`src/rtl/core/srfa_pkg.sv`:
```
// Shared types, widths and constants of the scan repulsive force accumulator.
`default_nettype none
package srfa_pkg;

	localparam int unsigned RISK_THRESHOLD = 10;

	localparam int unsigned DIV_NUM_W   = 57;
	localparam int unsigned DIV_DEN_W   = 38;
	localparam int unsigned DIV_CNT_W   = 6;
	localparam int unsigned SQRT_RAD_W  = 50;
	localparam int unsigned SQRT_ROOT_W = 25;
	localparam int unsigned SQRT_CNT_W  = 5;
	localparam int unsigned MUL_A_W     = 41;
	localparam int unsigned MUL_B_W     = 23;
	localparam int unsigned PROD_W      = MUL_A_W + MUL_B_W;
	localparam int unsigned SUM_W       = 48;
	localparam int unsigned CFG_IDX_W   = 3;

	localparam logic [CFG_IDX_W-1:0] CFG_BOX_MIN_X    = 3'd0;
	localparam logic [CFG_IDX_W-1:0] CFG_SEARCH_MAX_X = 3'd1;
	localparam logic [CFG_IDX_W-1:0] CFG_BOX_MIN_Y    = 3'd2;
	localparam logic [CFG_IDX_W-1:0] CFG_BOX_MAX_Y    = 3'd3;
	localparam logic [CFG_IDX_W-1:0] CFG_BOX_MIN_Z    = 3'd4;
	localparam logic [CFG_IDX_W-1:0] CFG_BOX_MAX_Z    = 3'd5;
	localparam logic [CFG_IDX_W-1:0] CFG_INFL_RADIUS  = 3'd6;
	localparam logic [CFG_IDX_W-1:0] CFG_REPUL_GAIN   = 3'd7;

	typedef struct packed {
		logic signed [15:0] point_x;
		logic signed [15:0] point_y;
		logic signed [15:0] point_z;
		logic               last_point;
	} point_item_t;

	typedef struct packed {
		logic               risk_flag;
		logic signed [31:0] mean_force_x;
		logic signed [31:0] mean_force_y;
		logic        [15:0] box_points;
	} result_item_t;

	typedef enum logic [2:0] {
		MUL_X, MUL_Y, MUL_Z, MUL_D0SQ, MUL_DEN, MUL_MAG, MUL_CX, MUL_CY
	} mul_sel_t;

	typedef enum logic [1:0] {
		DIV_INNER, DIV_COMP, DIV_MEAN_X, DIV_MEAN_Y
	} div_sel_t;

	typedef enum logic {
		RAD_DIST, RAD_INNER
	} rad_sel_t;

	typedef struct packed {
		logic     load_point;
		logic     mul_en;
		mul_sel_t mul_sel;
		logic     s_first;
		logic     s_acc;
		logic     sqrt_start;
		rad_sel_t rad_sel;
		logic     dq_load;
		logic     div_start;
		div_sel_t div_sel;
		logic     mag_load;
		logic     sum_x_upd;
		logic     sum_y_upd;
		logic     mean_x_load;
		logic     mean_y_load;
		logic     out_load;
	} srfa_cmd_t;

	typedef struct packed {
		logic force_ok;
		logic last;
		logic sqrt_done;
		logic div_done;
		logic out_free;
	} srfa_sts_t;

endpackage
`default_nettype wire

```
`src/rtl/core/srfa_div.sv`:
```
// Restoring unsigned divider, one quotient bit per cycle.
`default_nettype none
module srfa_div
	import srfa_pkg::*;
(
	input  wire logic                 clk,
	input  wire logic                 arst_n,
	input  wire logic                 start,
	input  wire logic [DIV_NUM_W-1:0] num,
	input  wire logic [DIV_DEN_W-1:0] den,
	output logic                      done,
	output logic      [DIV_NUM_W-1:0] quo
);

	logic                 busy_q;
	logic                 done_q;
	logic [DIV_CNT_W-1:0] cnt_q;
	logic [DIV_DEN_W-1:0] rem_q;
	logic [DIV_DEN_W-1:0] den_q;
	logic [DIV_NUM_W-1:0] quo_q;
	logic [DIV_DEN_W:0]   shifted;
	logic [DIV_DEN_W:0]   diff;
	logic                 ge;
	logic [DIV_DEN_W-1:0] rem_nx;

	always_comb begin
		shifted = {rem_q, quo_q[DIV_NUM_W-1]};
		diff    = shifted - {1'b0, den_q};
		ge      = shifted >= {1'b0, den_q};
		rem_nx  = ge ? diff[DIV_DEN_W-1:0] : shifted[DIV_DEN_W-1:0];
	end

	always_ff @(posedge clk or negedge arst_n) begin
		if (!arst_n) begin
			busy_q <= 1'b0;
			done_q <= 1'b0;
			cnt_q  <= '0;
		end else begin
			done_q <= 1'b0;
			if (start) begin
				busy_q <= 1'b1;
				cnt_q  <= '0;
			end else if (busy_q) begin
				cnt_q <= cnt_q + 1'b1;
				if (cnt_q == DIV_CNT_W'(DIV_NUM_W - 1)) begin
					busy_q <= 1'b0;
					done_q <= 1'b1;
				end
			end
		end
	end

	always_ff @(posedge clk) begin
		if (start) begin
			rem_q <= '0;
			den_q <= den;
			quo_q <= num;
		end else if (busy_q) begin
			rem_q <= rem_nx;
			quo_q <= {quo_q[DIV_NUM_W-2:0], ge};
		end
	end

	assign done = done_q;
	assign quo  = quo_q;

endmodule
`default_nettype wire

```
`src/rtl/core/srfa_sqrt.sv`:
```
// Digit-recurrence integer square root, one root bit per cycle.
`default_nettype none
module srfa_sqrt
	import srfa_pkg::*;
(
	input  wire logic                   clk,
	input  wire logic                   arst_n,
	input  wire logic                   start,
	input  wire logic [SQRT_RAD_W-1:0]  rad,
	output logic                        done,
	output logic      [SQRT_ROOT_W-1:0] root
);

	logic                    busy_q;
	logic                    done_q;
	logic [SQRT_CNT_W-1:0]   cnt_q;
	logic [SQRT_RAD_W-1:0]   rad_q;
	logic [SQRT_ROOT_W-1:0]  root_q;
	logic [SQRT_ROOT_W:0]    rem_q;
	logic [SQRT_ROOT_W+2:0]  shifted;
	logic [SQRT_ROOT_W+2:0]  trial;
	logic [SQRT_ROOT_W+2:0]  diff;
	logic                    ge;
	logic [SQRT_ROOT_W:0]    rem_nx;

	always_comb begin
		shifted = {rem_q, rad_q[SQRT_RAD_W-1 -: 2]};
		trial   = {1'b0, root_q, 2'b01};
		diff    = shifted - trial;
		ge      = shifted >= trial;
		rem_nx  = ge ? diff[SQRT_ROOT_W:0] : shifted[SQRT_ROOT_W:0];
	end

	always_ff @(posedge clk or negedge arst_n) begin
		if (!arst_n) begin
			busy_q <= 1'b0;
			done_q <= 1'b0;
			cnt_q  <= '0;
		end else begin
			done_q <= 1'b0;
			if (start) begin
				busy_q <= 1'b1;
				cnt_q  <= '0;
			end else if (busy_q) begin
				cnt_q <= cnt_q + 1'b1;
				if (cnt_q == SQRT_CNT_W'(SQRT_ROOT_W - 1)) begin
					busy_q <= 1'b0;
					done_q <= 1'b1;
				end
			end
		end
	end

	always_ff @(posedge clk) begin
		if (start) begin
			rad_q  <= rad;
			root_q <= '0;
			rem_q  <= '0;
		end else if (busy_q) begin
			rad_q  <= {rad_q[SQRT_RAD_W-3:0], 2'b00};
			root_q <= {root_q[SQRT_ROOT_W-2:0], ge};
			rem_q  <= rem_nx;
		end
	end

	assign done = done_q;
	assign root = root_q;

endmodule
`default_nettype wire

```
`src/rtl/core/srfa_dp.sv`:
```
// Datapath: configuration, box count, shared multiplier, divider, square root, sums, result.
`default_nettype none
module srfa_dp
	import srfa_pkg::*;
(
	input  wire logic                 clk,
	input  wire logic                 arst_n,
	input  wire srfa_cmd_t            cmd,
	output srfa_sts_t                 sts,
	input  wire point_item_t          point,
	input  wire logic                 cfg_we,
	input  wire logic [CFG_IDX_W-1:0] cfg_index,
	input  wire logic [15:0]          cfg_data,
	output logic                      result_valid,
	input  wire logic                 result_stall,
	output result_item_t              result
);

	logic signed [15:0] box_min_x_q, search_max_x_q, box_min_y_q;
	logic signed [15:0] box_max_y_q, box_min_z_q, box_max_z_q;
	logic [14:0]        d0_q;
	logic [15:0]        gain_q;

	logic [15:0]          ax_q, ay_q, az_q;
	logic                 negx_q, negy_q, last_q;
	logic [31:0]          s_q;
	logic [PROD_W-1:0]    p_q;
	logic [22:0]          dq_q;
	logic [MUL_A_W-1:0]   mag_q;
	logic [SUM_W-1:0]     sum_x_q, sum_y_q;
	logic [15:0]          fpts_q, inside_q;
	logic [31:0]          mean_x_q, mean_y_q;
	logic                 out_valid_q;
	result_item_t         out_q;

	logic [MUL_A_W-1:0]     mul_a;
	logic [MUL_B_W-1:0]     mul_b;
	logic [PROD_W-1:0]      prod;
	logic                   in_box;
	logic [15:0]            abs_x, abs_y, abs_z;
	logic [22:0]            d_diff;
	logic [32:0]            d_diff_k;
	logic [DIV_NUM_W-1:0]   div_num;
	logic [DIV_DEN_W-1:0]   div_den;
	logic                   div_done;
	logic [DIV_NUM_W-1:0]   div_quo;
	logic [SQRT_RAD_W-1:0]  sq_rad;
	logic                   sq_done;
	logic [SQRT_ROOT_W-1:0] sq_root;
	logic [SUM_W-1:0]       q48;
	logic [SUM_W-1:0]       abs_sum_x, abs_sum_y;
	logic                   mean_neg;
	logic [31:0]            mean_val;

	always_ff @(posedge clk or negedge arst_n) begin
		if (!arst_n) begin
			box_min_x_q    <= 16'sd300;
			search_max_x_q <= 16'sd800;
			box_min_y_q    <= -16'sd300;
			box_max_y_q    <= 16'sd300;
			box_min_z_q    <= 16'sd50;
			box_max_z_q    <= 16'sd1500;
			d0_q           <= 15'd1000;
			gain_q         <= 16'd256;
		end else if (cfg_we) begin
			unique case (cfg_index)
				CFG_BOX_MIN_X:    box_min_x_q    <= cfg_data;
				CFG_SEARCH_MAX_X: search_max_x_q <= cfg_data;
				CFG_BOX_MIN_Y:    box_min_y_q    <= cfg_data;
				CFG_BOX_MAX_Y:    box_max_y_q    <= cfg_data;
				CFG_BOX_MIN_Z:    box_min_z_q    <= cfg_data;
				CFG_BOX_MAX_Z:    box_max_z_q    <= cfg_data;
				CFG_INFL_RADIUS:  d0_q           <= cfg_data[14:0];
				CFG_REPUL_GAIN:   gain_q         <= cfg_data;
				default: ;
			endcase
		end
	end

	always_comb begin
		abs_x  = point.point_x[15] ? 16'(-point.point_x) : point.point_x;
		abs_y  = point.point_y[15] ? 16'(-point.point_y) : point.point_y;
		abs_z  = point.point_z[15] ? 16'(-point.point_z) : point.point_z;
		in_box = (point.point_x > box_min_x_q) && (point.point_x < search_max_x_q) &&
		         (point.point_y > box_min_y_q) && (point.point_y < box_max_y_q) &&
		         (point.point_z > box_min_z_q) && (point.point_z < box_max_z_q);
	end

	always_comb begin
		unique case (cmd.mul_sel)
			MUL_X:    begin mul_a = {25'b0, ax_q};    mul_b = {7'b0, ax_q};   end
			MUL_Y:    begin mul_a = {25'b0, ay_q};    mul_b = {7'b0, ay_q};   end
			MUL_Z:    begin mul_a = {25'b0, az_q};    mul_b = {7'b0, az_q};   end
			MUL_D0SQ: begin mul_a = {26'b0, d0_q};    mul_b = {8'b0, d0_q};   end
			MUL_DEN:  begin mul_a = {18'b0, dq_q};    mul_b = {8'b0, d0_q};   end
			MUL_MAG:  begin mul_a = {16'b0, sq_root}; mul_b = {7'b0, gain_q}; end
			MUL_CX:   begin mul_a = mag_q;            mul_b = {7'b0, ax_q};   end
			MUL_CY:   begin mul_a = mag_q;            mul_b = {7'b0, ay_q};   end
			default:  begin mul_a = '0;               mul_b = '0;             end
		endcase
		prod = mul_a * mul_b;
	end

	always_comb begin
		abs_sum_x = sum_x_q[SUM_W-1] ? (~sum_x_q + 1'b1) : sum_x_q;
		abs_sum_y = sum_y_q[SUM_W-1] ? (~sum_y_q + 1'b1) : sum_y_q;
		d_diff    = {d0_q, 8'b0} - dq_q;
		d_diff_k  = 33'(d_diff) * 33'd1000;
		unique case (cmd.div_sel)
			DIV_INNER: begin
				div_num = {d_diff_k, 24'b0};
				div_den = p_q[DIV_DEN_W-1:0];
			end
			DIV_COMP: begin
				div_num = {p_q[48:0], 8'b0} + {31'b0, dq_q, 3'b0};
				div_den = {11'b0, dq_q, 4'b0};
			end
			DIV_MEAN_X: begin
				div_num = {9'b0, abs_sum_x};
				div_den = {22'b0, fpts_q};
			end
			DIV_MEAN_Y: begin
				div_num = {9'b0, abs_sum_y};
				div_den = {22'b0, fpts_q};
			end
			default: begin
				div_num = '0;
				div_den = '0;
			end
		endcase
		sq_rad = (cmd.rad_sel == RAD_DIST) ? {4'b0, s_q[29:0], 16'b0} : div_quo[SQRT_RAD_W-1:0];
	end

	srfa_div u_div (
		.clk    (clk),
		.arst_n (arst_n),
		.start  (cmd.div_start),
		.num    (div_num),
		.den    (div_den),
		.done   (div_done),
		.quo    (div_quo)
	);

	srfa_sqrt u_sqrt (
		.clk    (clk),
		.arst_n (arst_n),
		.start  (cmd.sqrt_start),
		.rad    (sq_rad),
		.done   (sq_done),
		.root   (sq_root)
	);

	always_comb begin
		q48      = div_quo[SUM_W-1:0];
		mean_neg = cmd.mean_x_load ? sum_x_q[SUM_W-1] : sum_y_q[SUM_W-1];
		if (fpts_q == 16'd0) begin
			mean_val = '0;
		end else if (!mean_neg) begin
			mean_val = (q48[SUM_W-1:31] != '0) ? 32'h7FFF_FFFF : {1'b0, q48[30:0]};
		end else begin
			mean_val = (q48 > 48'h0000_8000_0000) ? 32'h8000_0000 : 32'(-q48[31:0]);
		end
	end

	always_ff @(posedge clk) begin
		if (cmd.load_point) begin
			ax_q   <= abs_x;
			ay_q   <= abs_y;
			az_q   <= abs_z;
			negx_q <= point.point_x[15];
			negy_q <= point.point_y[15];
			last_q <= point.last_point;
		end
		if (cmd.mul_en) begin
			p_q <= prod;
		end
		if (cmd.s_first) begin
			s_q <= p_q[31:0];
		end else if (cmd.s_acc) begin
			s_q <= s_q + p_q[31:0];
		end
		if (cmd.dq_load) begin
			dq_q <= sq_root[22:0];
		end
		if (cmd.mag_load) begin
			mag_q <= p_q[MUL_A_W-1:0];
		end
		if (cmd.mean_x_load) begin
			mean_x_q <= mean_val;
		end
		if (cmd.mean_y_load) begin
			mean_y_q <= mean_val;
		end
		if (cmd.out_load) begin
			out_q.risk_flag    <= inside_q > 16'(RISK_THRESHOLD);
			out_q.mean_force_x <= mean_x_q;
			out_q.mean_force_y <= mean_y_q;
			out_q.box_points   <= inside_q;
		end
	end

	always_ff @(posedge clk or negedge arst_n) begin
		if (!arst_n) begin
			sum_x_q     <= '0;
			sum_y_q     <= '0;
			fpts_q      <= '0;
			inside_q    <= '0;
			out_valid_q <= 1'b0;
		end else begin
			if (cmd.out_load) begin
				sum_x_q     <= '0;
				sum_y_q     <= '0;
				fpts_q      <= '0;
				inside_q    <= '0;
				out_valid_q <= 1'b1;
			end else begin
				if (!result_stall) begin
					out_valid_q <= 1'b0;
				end
				if (cmd.load_point && in_box && inside_q != 16'hFFFF) begin
					inside_q <= inside_q + 1'b1;
				end
				if (cmd.sum_x_upd) begin
					sum_x_q <= negx_q ? sum_x_q + q48 : sum_x_q - q48;
				end
				if (cmd.sum_y_upd) begin
					sum_y_q <= negy_q ? sum_y_q + q48 : sum_y_q - q48;
					fpts_q  <= fpts_q + 1'b1;
				end
			end
		end
	end

	always_comb begin
		sts.force_ok  = (s_q != 32'd0) && (s_q < {2'b0, p_q[29:0]}) && (fpts_q != 16'hFFFF);
		sts.last      = last_q;
		sts.sqrt_done = sq_done;
		sts.div_done  = div_done;
		sts.out_free  = !out_valid_q || !result_stall;
	end

	assign result_valid = out_valid_q;
	assign result       = out_q;

endmodule
`default_nettype wire

```
`src/rtl/core/srfa_ctrl.sv`:
```
// Controller: sequences the datapath through one point and the end-of-scan result.
`default_nettype none
module srfa_ctrl
	import srfa_pkg::*;
(
	input  wire logic      clk,
	input  wire logic      arst_n,
	input  wire logic      point_valid,
	output logic           point_stall,
	input  wire srfa_sts_t sts,
	output srfa_cmd_t      cmd
);

	typedef enum logic [22:0] {
		ST_IDLE = 23'd1 << 0,
		ST_MX   = 23'd1 << 1,
		ST_MY   = 23'd1 << 2,
		ST_MZ   = 23'd1 << 3,
		ST_MD   = 23'd1 << 4,
		ST_CHK  = 23'd1 << 5,
		ST_SQ1  = 23'd1 << 6,
		ST_MDEN = 23'd1 << 7,
		ST_DS   = 23'd1 << 8,
		ST_DV1  = 23'd1 << 9,
		ST_SQ2  = 23'd1 << 10,
		ST_MMAG = 23'd1 << 11,
		ST_MAGH = 23'd1 << 12,
		ST_MCX  = 23'd1 << 13,
		ST_DCXS = 23'd1 << 14,
		ST_DCX  = 23'd1 << 15,
		ST_MCY  = 23'd1 << 16,
		ST_DCYS = 23'd1 << 17,
		ST_DCY  = 23'd1 << 18,
		ST_FIN  = 23'd1 << 19,
		ST_DMX  = 23'd1 << 20,
		ST_DMY  = 23'd1 << 21,
		ST_OUT  = 23'd1 << 22
	} state_t;

	state_t state_q, state_nx;

	always_comb begin
		state_nx = state_q;
		cmd      = '0;
		cmd.mul_sel = MUL_X;
		cmd.div_sel = DIV_INNER;
		cmd.rad_sel = RAD_DIST;
		unique case (state_q)
			ST_IDLE: begin
				if (point_valid) begin
					cmd.load_point = 1'b1;
					state_nx = ST_MX;
				end
			end
			ST_MX: begin
				cmd.mul_en = 1'b1; cmd.mul_sel = MUL_X;
				state_nx = ST_MY;
			end
			ST_MY: begin
				cmd.s_first = 1'b1;
				cmd.mul_en = 1'b1; cmd.mul_sel = MUL_Y;
				state_nx = ST_MZ;
			end
			ST_MZ: begin
				cmd.s_acc = 1'b1;
				cmd.mul_en = 1'b1; cmd.mul_sel = MUL_Z;
				state_nx = ST_MD;
			end
			ST_MD: begin
				cmd.s_acc = 1'b1;
				cmd.mul_en = 1'b1; cmd.mul_sel = MUL_D0SQ;
				state_nx = ST_CHK;
			end
			ST_CHK: begin
				if (sts.force_ok) begin
					cmd.sqrt_start = 1'b1; cmd.rad_sel = RAD_DIST;
					state_nx = ST_SQ1;
				end else begin
					state_nx = ST_FIN;
				end
			end
			ST_SQ1: begin
				if (sts.sqrt_done) begin
					cmd.dq_load = 1'b1;
					state_nx = ST_MDEN;
				end
			end
			ST_MDEN: begin
				cmd.mul_en = 1'b1; cmd.mul_sel = MUL_DEN;
				state_nx = ST_DS;
			end
			ST_DS: begin
				cmd.div_start = 1'b1; cmd.div_sel = DIV_INNER;
				state_nx = ST_DV1;
			end
			ST_DV1: begin
				if (sts.div_done) begin
					cmd.sqrt_start = 1'b1; cmd.rad_sel = RAD_INNER;
					state_nx = ST_SQ2;
				end
			end
			ST_SQ2: begin
				if (sts.sqrt_done) begin
					state_nx = ST_MMAG;
				end
			end
			ST_MMAG: begin
				cmd.mul_en = 1'b1; cmd.mul_sel = MUL_MAG;
				state_nx = ST_MAGH;
			end
			ST_MAGH: begin
				cmd.mag_load = 1'b1;
				state_nx = ST_MCX;
			end
			ST_MCX: begin
				cmd.mul_en = 1'b1; cmd.mul_sel = MUL_CX;
				state_nx = ST_DCXS;
			end
			ST_DCXS: begin
				cmd.div_start = 1'b1; cmd.div_sel = DIV_COMP;
				state_nx = ST_DCX;
			end
			ST_DCX: begin
				if (sts.div_done) begin
					cmd.sum_x_upd = 1'b1;
					state_nx = ST_MCY;
				end
			end
			ST_MCY: begin
				cmd.mul_en = 1'b1; cmd.mul_sel = MUL_CY;
				state_nx = ST_DCYS;
			end
			ST_DCYS: begin
				cmd.div_start = 1'b1; cmd.div_sel = DIV_COMP;
				state_nx = ST_DCY;
			end
			ST_DCY: begin
				if (sts.div_done) begin
					cmd.sum_y_upd = 1'b1;
					state_nx = ST_FIN;
				end
			end
			ST_FIN: begin
				if (sts.last) begin
					cmd.div_start = 1'b1; cmd.div_sel = DIV_MEAN_X;
					state_nx = ST_DMX;
				end else begin
					state_nx = ST_IDLE;
				end
			end
			ST_DMX: begin
				cmd.div_sel = DIV_MEAN_X;
				if (sts.div_done) begin
					cmd.mean_x_load = 1'b1;
					cmd.div_start = 1'b1; cmd.div_sel = DIV_MEAN_Y;
					state_nx = ST_DMY;
				end
			end
			ST_DMY: begin
				cmd.div_sel = DIV_MEAN_Y;
				if (sts.div_done) begin
					cmd.mean_y_load = 1'b1;
					state_nx = ST_OUT;
				end
			end
			ST_OUT: begin
				if (sts.out_free) begin
					cmd.out_load = 1'b1;
					state_nx = ST_IDLE;
				end
			end
			default: state_nx = ST_IDLE;
		endcase
	end

	always_ff @(posedge clk or negedge arst_n) begin
		if (!arst_n) begin
			state_q <= ST_IDLE;
		end else begin
			state_q <= state_nx;
		end
	end

	assign point_stall = (state_q != ST_IDLE);

endmodule
`default_nettype wire

```
`src/rtl/core/scan_repulsive_force_accumulator.sv`:
```
// Top level of the scan repulsive force accumulator.
// One point at a time: a point outside the influence radius (or at the origin) skips the
// force path after the squared-distance check; a force point is dominated by the shared
// one-bit-per-cycle divider (for the inverse-distance term and the two force components)
// and the square root unit (used twice). The last point of a scan adds the two mean
// divisions before the result item is loaded into the output register; a new point is
// taken while that result still waits. Configuration writes are accepted every cycle.
`default_nettype none
module scan_repulsive_force_accumulator
	import srfa_pkg::*;
(
	input  wire logic                 clk,
	input  wire logic                 arst_n,
	input  wire logic                 point_valid,
	output logic                      point_stall,
	input  wire point_item_t          point,
	output logic                      result_valid,
	input  wire logic                 result_stall,
	output result_item_t              result,
	input  wire logic                 cfg_valid,
	output logic                      cfg_ready,
	input  wire logic [CFG_IDX_W-1:0] cfg_index,
	input  wire logic [15:0]          cfg_data
);

	srfa_cmd_t cmd;
	srfa_sts_t sts;

	assign cfg_ready = 1'b1;

	srfa_ctrl u_ctrl (
		.clk         (clk),
		.arst_n      (arst_n),
		.point_valid (point_valid),
		.point_stall (point_stall),
		.sts         (sts),
		.cmd         (cmd)
	);

	srfa_dp u_dp (
		.clk          (clk),
		.arst_n       (arst_n),
		.cmd          (cmd),
		.sts          (sts),
		.point        (point),
		.cfg_we       (cfg_valid && cfg_ready),
		.cfg_index    (cfg_index),
		.cfg_data     (cfg_data),
		.result_valid (result_valid),
		.result_stall (result_stall),
		.result       (result)
	);

endmodule
`default_nettype wire

```
`config.mk`:
```
export PLATFORM = sky130hd
export DESIGN_NAME = scan_repulsive_force_accumulator
export DESIGN_NICKNAME = d
export VERILOG_FILES = /design/src/rtl/core/srfa_pkg.sv /design/src/rtl/core/srfa_div.sv /design/src/rtl/core/srfa_sqrt.sv /design/src/rtl/core/srfa_dp.sv /design/src/rtl/core/srfa_ctrl.sv /design/src/rtl/core/scan_repulsive_force_accumulator.sv
export SDC_FILE = /design/constraint.sdc
export NUM_CORES = 2
export LEC_CHECK = 0
export ABC_CLOCK_PERIOD_IN_PS = 8700
export BUFFER_PORTS_ARGS = -buffer_cell sky130_fd_sc_hd__buf_2
export CAP_MARGIN = 20
export CORE_ASPECT_RATIO = 1.4
export CORE_MARGIN = 2
export CORE_UTILIZATION = 40
export CTS_CLUSTER_SIZE = 8
export DETAILED_ROUTE_END_ITERATION = 10
export PLACE_DENSITY = 0.66
export SLEW_MARGIN = 15
export SYNTH_ARGS = -nofsm -noshare
export SYNTH_HDL_FRONTEND = slang
export SYNTH_SLANG_ARGS = --single-unit
```
`constraint.sdc`:
```
create_clock -name clk -period 8.7 [get_ports clk]
set_clock_uncertainty 0.05 [all_clocks]
set_input_delay 0 -clock clk [delete_from_list [all_inputs] [get_ports clk]]
set_output_delay 0 -clock clk [all_outputs]
set_load 0.02 [all_outputs]
```
; Yosys cells after proc, flatten, opt, wreduce, memory -nomap -nowiden
; Index checks and enable logic that the tools add are counted.
[totals]
ff_bits = 869
output_inout_bits = 84
elab_cells = 260
[classes]
addsub = 19
multipliers = 2
magnitude_cmp = 11
eq_ne = 55
mux = 85
bitwise = 2
n_reduce_logical = 41
[op_table]
columns = cell, n
row1 = 23-bit one-hot mux with 23 select lines, 1
row2 = 48-bit 2-to-1 mux, 8
row3 = 41-bit one-hot mux with 7 select lines, 1
row4 = 57-bit one-hot mux with 4 select lines, 1
row5 = 23-bit 2-to-1 mux, 9
row6 = 32-bit 2-to-1 mux, 5
row7 = 50-bit 2-to-1 mux, 3
row8 = 23-bit one-hot mux with 5 select lines, 1
row9 = 57-bit 2-to-1 mux, 2
row10 = 38-bit one-hot mux with 3 select lines, 1
row11 = "48-bit by 1-bit adder with 48-bit output, second input constant", 2
row12 = 48-bit adder, 2
row13 = 48-bit NOT, 2
row14 = 48-bit subtractor, 2
row15 = 16-bit 2-to-1 mux, 4
row16 = 57-bit by 26-bit adder with 57-bit output, 1
row17 = 41-bit by 23-bit multiplier with 49-bit output, 1
row18 = 16-bit greater-than comparator, 3
row19 = "48-bit by 32-bit greater-than comparator with 1-bit output, second input constant", 1
row20 = 16-bit less-than comparator, 3
row21 = 16-bit negator, 3
row22 = 15-bit 2-to-1 mux, 3
row23 = 39-bit by 38-bit >= comparator with 1-bit output, 1
row24 = 38-bit 2-to-1 mux, 1
row25 = other kinds (72), 154

; Logic depth before layout (Yosys ltp)
[logic_depth]
ltp_word = 10
mapped_depth = 40

; Hierarchy
; Synthesis repeated with hierarchy kept, for this count alone.
[unflattened]
hier_cells = 8519
hier_area_um2 = 80374.6
[modules_own_cells]
columns = module, n_inst, cells_each, area_each_um2
row1 = srfa_dp, 1, 7058, 65003.6
row2 = srfa_div, 1, 719, 7930.1
row3 = srfa_sqrt, 1, 585, 5972.0
row4 = srfa_ctrl, 1, 155, 1457.6
row5 = scan_repulsive_force_accumulator, 1, 2, 11.3

; Least setup slack after synthesis
; OpenSTA, ideal clock, no wires.
[synth_timing]
kind = reg2reg
from = register u_ctrl.state_q[17]
to = register u_dp.p_q[45], data pin
setup_time_ns = 0.259
arrival_ns = 9.224
setup_slack_ns = -0.833
stages_incl_launch_ff = 39
path_buffers = 4
period_less_slack_ns = 9.533
path_cell_list = dfrtp_1 or3_1 clkbuf_1 nor4_2 and3_1 nand2_1 clkinv_1 clkbuf_1 nand2_1 nand2_1 a21oi_1 nand2_1 clkbuf_1 buf_1 nand2_1 fa_1 inv_1 fa_1 [3 not listed] inv_1 fa_1 fa_1 inv_1 fa_1 inv_1 ha_1 a21o_1 a21o_1 a21o_1 nand3_1 nand3_1 a31oi_1 o31ai_1 o2bb2ai_1 a21o_1 a21o_1 a211o_1
[synth_between]
elab_chain_cells = 6
[synth_lines]
columns = element, line
row1 = "start, declared", srfa_ctrl.sv:40  ; state_t state_q, state_nx;
row2 = "start signal, assigned", srfa_ctrl.sv:180  ; state_q <= state_nx;
row3 = 23-bit by 17-bit == test with 1-bit output (tied with other cells), srfa_ctrl.sv:48  ; unique case (state_q)
row4 = 4-bit one-hot mux with 8 select lines *, srfa_ctrl.sv:48
row5 = 3-bit == test (tied with other cells), srfa_dp.sv:90  ; unique case (cmd.mul_sel)
row6 = 2-bit OR reduction (no source line), n/a
row7 = 41-bit one-hot mux with 7 select lines / 23-bit one-hot mux with 5 select lines (equally long branches), srfa_dp.sv:90
row8 = 41-bit by 23-bit multiplier with 49-bit output *, srfa_dp.sv:101  ; prod = mul_a * mul_b;
row9 = named net u_dp.prod[45], srfa_dp.sv:38  ; logic [PROD_W-1:0] prod;
row10 = "end signal, assigned", srfa_dp.sv:175  ; p_q <= prod;
row11 = "end, declared", srfa_dp.sv:27  ; logic [PROD_W-1:0] p_q;
; Mark *: on every way through the listed nets, which the timed path passes. The rest lies on a longest branch. The select of a mux whose other input is x is not followed.
; A chain may end at the register's enable or synchronous reset.

; Worst setup path after layout
[layout_timing]
from = register u_ctrl.state_q[16]
to = register u_dp.p_q[45], data pin
; Same word-level chain as after synthesis.

==> out/results.md <==
Die
* initial core utilization: 40.2%
* die width: 379 um
* core region area: 195000 um2
* Placement Rows: 192
* Die Ht: 528 um
* Die Area: 200000 um2
* I/O pins: 157

Synthesis
* Post-synth ARST share: 33.8%
* post-synthesis compound-gate area fraction: 13.7%
* most used standard cells in the synthesized netlist: 1036 x inv_1, 845 x nand2_1, 712 x nor2_1
* area share of the largest cell type after synthesis: 18.6%
* main combinational cell family by area after synthesis: adder cells
* mapped cell area: 78600 um2
* most numerous cell in the Yosys netlist: inv_1
* sequential cell area fraction in the yosys report: 30.3%
* cell types with the largest area share after synthesis: edfxtp_1 19%, fa_1 15%, ha_1 10%
* Main synth FF type: edfxtp_1
* total of warnings raised by yosys: 0
* post-synthesis adder-cell area fraction: 25.4%
* Syn Inst Count: 8478
* post-synthesis simple-gate area fraction: 14.6%
* mux cell area share after synthesis: 2.96%
* xor and xnor fraction of the mapped netlist area: 6.24%
* leading area contributor after synthesis: edfxtp_1
* number of synthesized flops with an enable pin: 486
* Distinct cells, synth: 97
* count of state elements after synthesis: 869
* syn nets: 9784
* average cell area after synthesis: 9.27 um2

Critical path
* crit-path most repeated cell: fa_1
* element type at the critical path start: flop
* reg2reg setup slack: -180 ps
* critical path class: flop to flop
* Critical Path Max Stage Delay: 560 ps
* launch instance of the worst register-to-register path: u_ctrl.state_q[16]
* endpoint of the most critical register-to-register path: u_dp.p_q[45]
* Critical Path Sink Type: flop
* Critical Path RT: 9180 ps
* logic depth of the worst register-to-register path: 34
* library cell contributing the largest single delay on the critical path: fa_2
* worst-path fanout max: 9
* WP data arrival: 9350 ps

Hold path
* Hold Crit Endpoint: u_dp.box_min_y_q[10]
* Hold/Removal Path Class: input pin to flop
* number of cells on the worst hold path: 4
* Worst Hold Launch: cfg_data[10]

Global route
* maximum number of pins on one net before global-route repair: 123
* number of antenna violations at the first check in global routing: 6
* global-route usage over all layers: 28.5%
* via count of the first global-routing pass: 70614
* wire length of the first global-routing pass: 429000 um
* total congestion overflow: 0

STA
* tightest slew margin relative to the limit: 23.2%
* highest achievable clock rate: 113 MHz
* share of the clock period used by the worst path after layout: 102%
* unrepaired setup endpoints after global routing: true
* final critical-path required period: 8880 ps
* total count of max-transition violations in the final report: 0
* number of hold violations in the final report: 0
* transition time of the tightest slew-check pin: 1150 ps
* final setup vio count: 8
* final critical-path setup slack: -178 ps

Flow run
* number of maximum-capacitance violations: 0

Clock network
* clock slew at reported path FFs: 50 ps
* TritonCTS clock tree: yes
* deepest level of the CTS H-tree: 4
* clock insertion delay at the later pin of the skew report: 840 ps
* count of clock tree sinks: 869
* Clock Tree Buf Depth: 3
* cts bufs inserted: 130
* root buffer cell: clkbuf_16

Route
* via count: 67809
* routed length per instance: 23.9 um
* DRC Markers: 0
* post-route antenna net violation count: 0
* number of DRC violations after detailed-routing iteration 0: 5266
* Routed WL: 285000 um
* number of iterations in the first detailed-routing pass: 6
* average vias per placed instance: 5.67

Final layout
* number of nets in the layout: 10535
* area growth from synthesis to layout: 20.3%
* area of combinational cells with multiple inputs: 50900 um2
* layout cell share with drive strength beyond 1: 15.8%
* cell area after layout: 94500 um2
* Seq. cell area: 23800 um2
* filler instances: 18132

Placed design
* placed wire-length estimate after detailed placement: 222000 um
* # port buffers: 155
* instance area after placement: 86800 um2
* Final Wtd Congestion: 1.05

Outcome
* run status: finished with violations
* violated checks: negative setup slack

how the worst max path moves through the flow:
stage	startpoint	to	slack [ps]	depth (start not counted)
2_1_floorplan	u_ctrl.state_q[17]	u_dp.p_q[48]	3	37
3_3_place_gp	u_ctrl.state_q[17]	u_dp.p_q[44]	-580	35
3_5_place_dp	u_ctrl.state_q[17]	u_dp.p_q[44]	-700	35
4_1_cts	u_ctrl.state_q[3]	u_dp.p_q[45]	-110	37
5_1_grt	u_ctrl.state_q[16]	u_dp.p_q[45]	-440	36
6_report	u_ctrl.state_q[16]	u_dp.p_q[45]	-180	34
area by class of cell:
| type | instances | area share, % |
|---|---|---|
| Clock buffer | 217 | 3.85 |
| Antenna cell | 2 | 0.00529 |
| Clock inverter | 19 | 0.474 |
| Tap cell | 2619 | 3.47 |
| Timing Repair Buffer | 999 | 9.07 |
| Multi-Input combinational cell | 6187 | 53.8 |
| Inverter | 1042 | 4.15 |
| Sequential cell | 869 | 25.2 |
timing repair:
action,CTS,global route
endpoints found under the hold margin,337,0
cloned,8,2
hold buffers,138,0
setup buffers,56,30
setup endpoints to repair,25,28
gates resized for setup,191,131
pin swaps,158,172
placed cells by master (no fill, tap or decap), types with 104 or more instances in the layout:
cell type      count
a21o_1           165
a21oi_1          409
buf_2            154
buf_4            600
clkbuf_16        133
dfrtp_1          251
dlygate4sd3_1    137
edfxtp_1         486
fa_1             560
ha_1             606
inv_1            990
mux2i_1          123
nand2_1          818
nand3_1          215
nand4_1          104
nor2_1           697
nor3_1           109
o21ai_0          436
xnor2_1          316
xor2_1           239
cell families (layout without fill, tap and decap cells):
logic type | Yosys count | count (layout)
fa+ha+maj | 1233 | 1233
xor+xnor | 558 | 558
flops | 869 | 869
other cells | 1 | 3
buf+inv | 1422 | 2277
simple gates | 2487 | 2487
mux | 221 | 221
compound gates | 1687 | 1687
through the flow:
step                      util (%)  instances  TNS [ps]  worst slack (ps)  hold slack [ps]
after CTS                     48.0      11921      -261              -113             1.22
after global routing          48.4      11953     -5160              -436             63.1
after floorplan                  -       8478         0              3.24             -346
after detailed placement      44.5      11483     -9470              -703             97.0
final                         48.4      11954      -989              -178             52.9
after global placement        44.5      11483     -6100              -578             92.2
state kept, by name (all words and copies together) (netlist names), 23 cells and up:
register / count
u_dp.result: 81
u_dp.s_q: 32
u_dp.sum_x_q: 48
u_dp.mean_y_q: 32
u_dp.u_div.den_q: 38
u_dp.u_sqrt.rad_q: 50
u_dp.u_div.quo: 57
u_dp.u_sqrt.rem_q: 26
u_dp.u_sqrt.root: 25
u_dp.u_div.rem_q: 38
u_dp.dq_q: 23
u_ctrl.state_q: 23
u_dp.sum_y_q: 48
u_dp.mag_q: 41
u_dp.p_q: 49
u_dp.mean_x_q: 32
worst max-delay path, delay by kind of cell, from the launching register on:
family          cells  cell delay (ps)
compound gates     10             1890
fa+ha+maj           8             3790
buf+inv             8              620
flops               1              400
mux                 1              270
simple gates        7             1570
per-layer routing:
layer	up-vias	global-route usage, %	share of wire (%)
met5	-	0	0.0098
met4	4	23.0	9.8
met3	1001	4.38	5.9
met2	2647	49.4	49
met1	33554	30.7	35
li1	30603	-	-
Power is left out: the tool's default activity adds up to more than one toggle a clock period on the data nets, which glitch-free logic cannot reach.
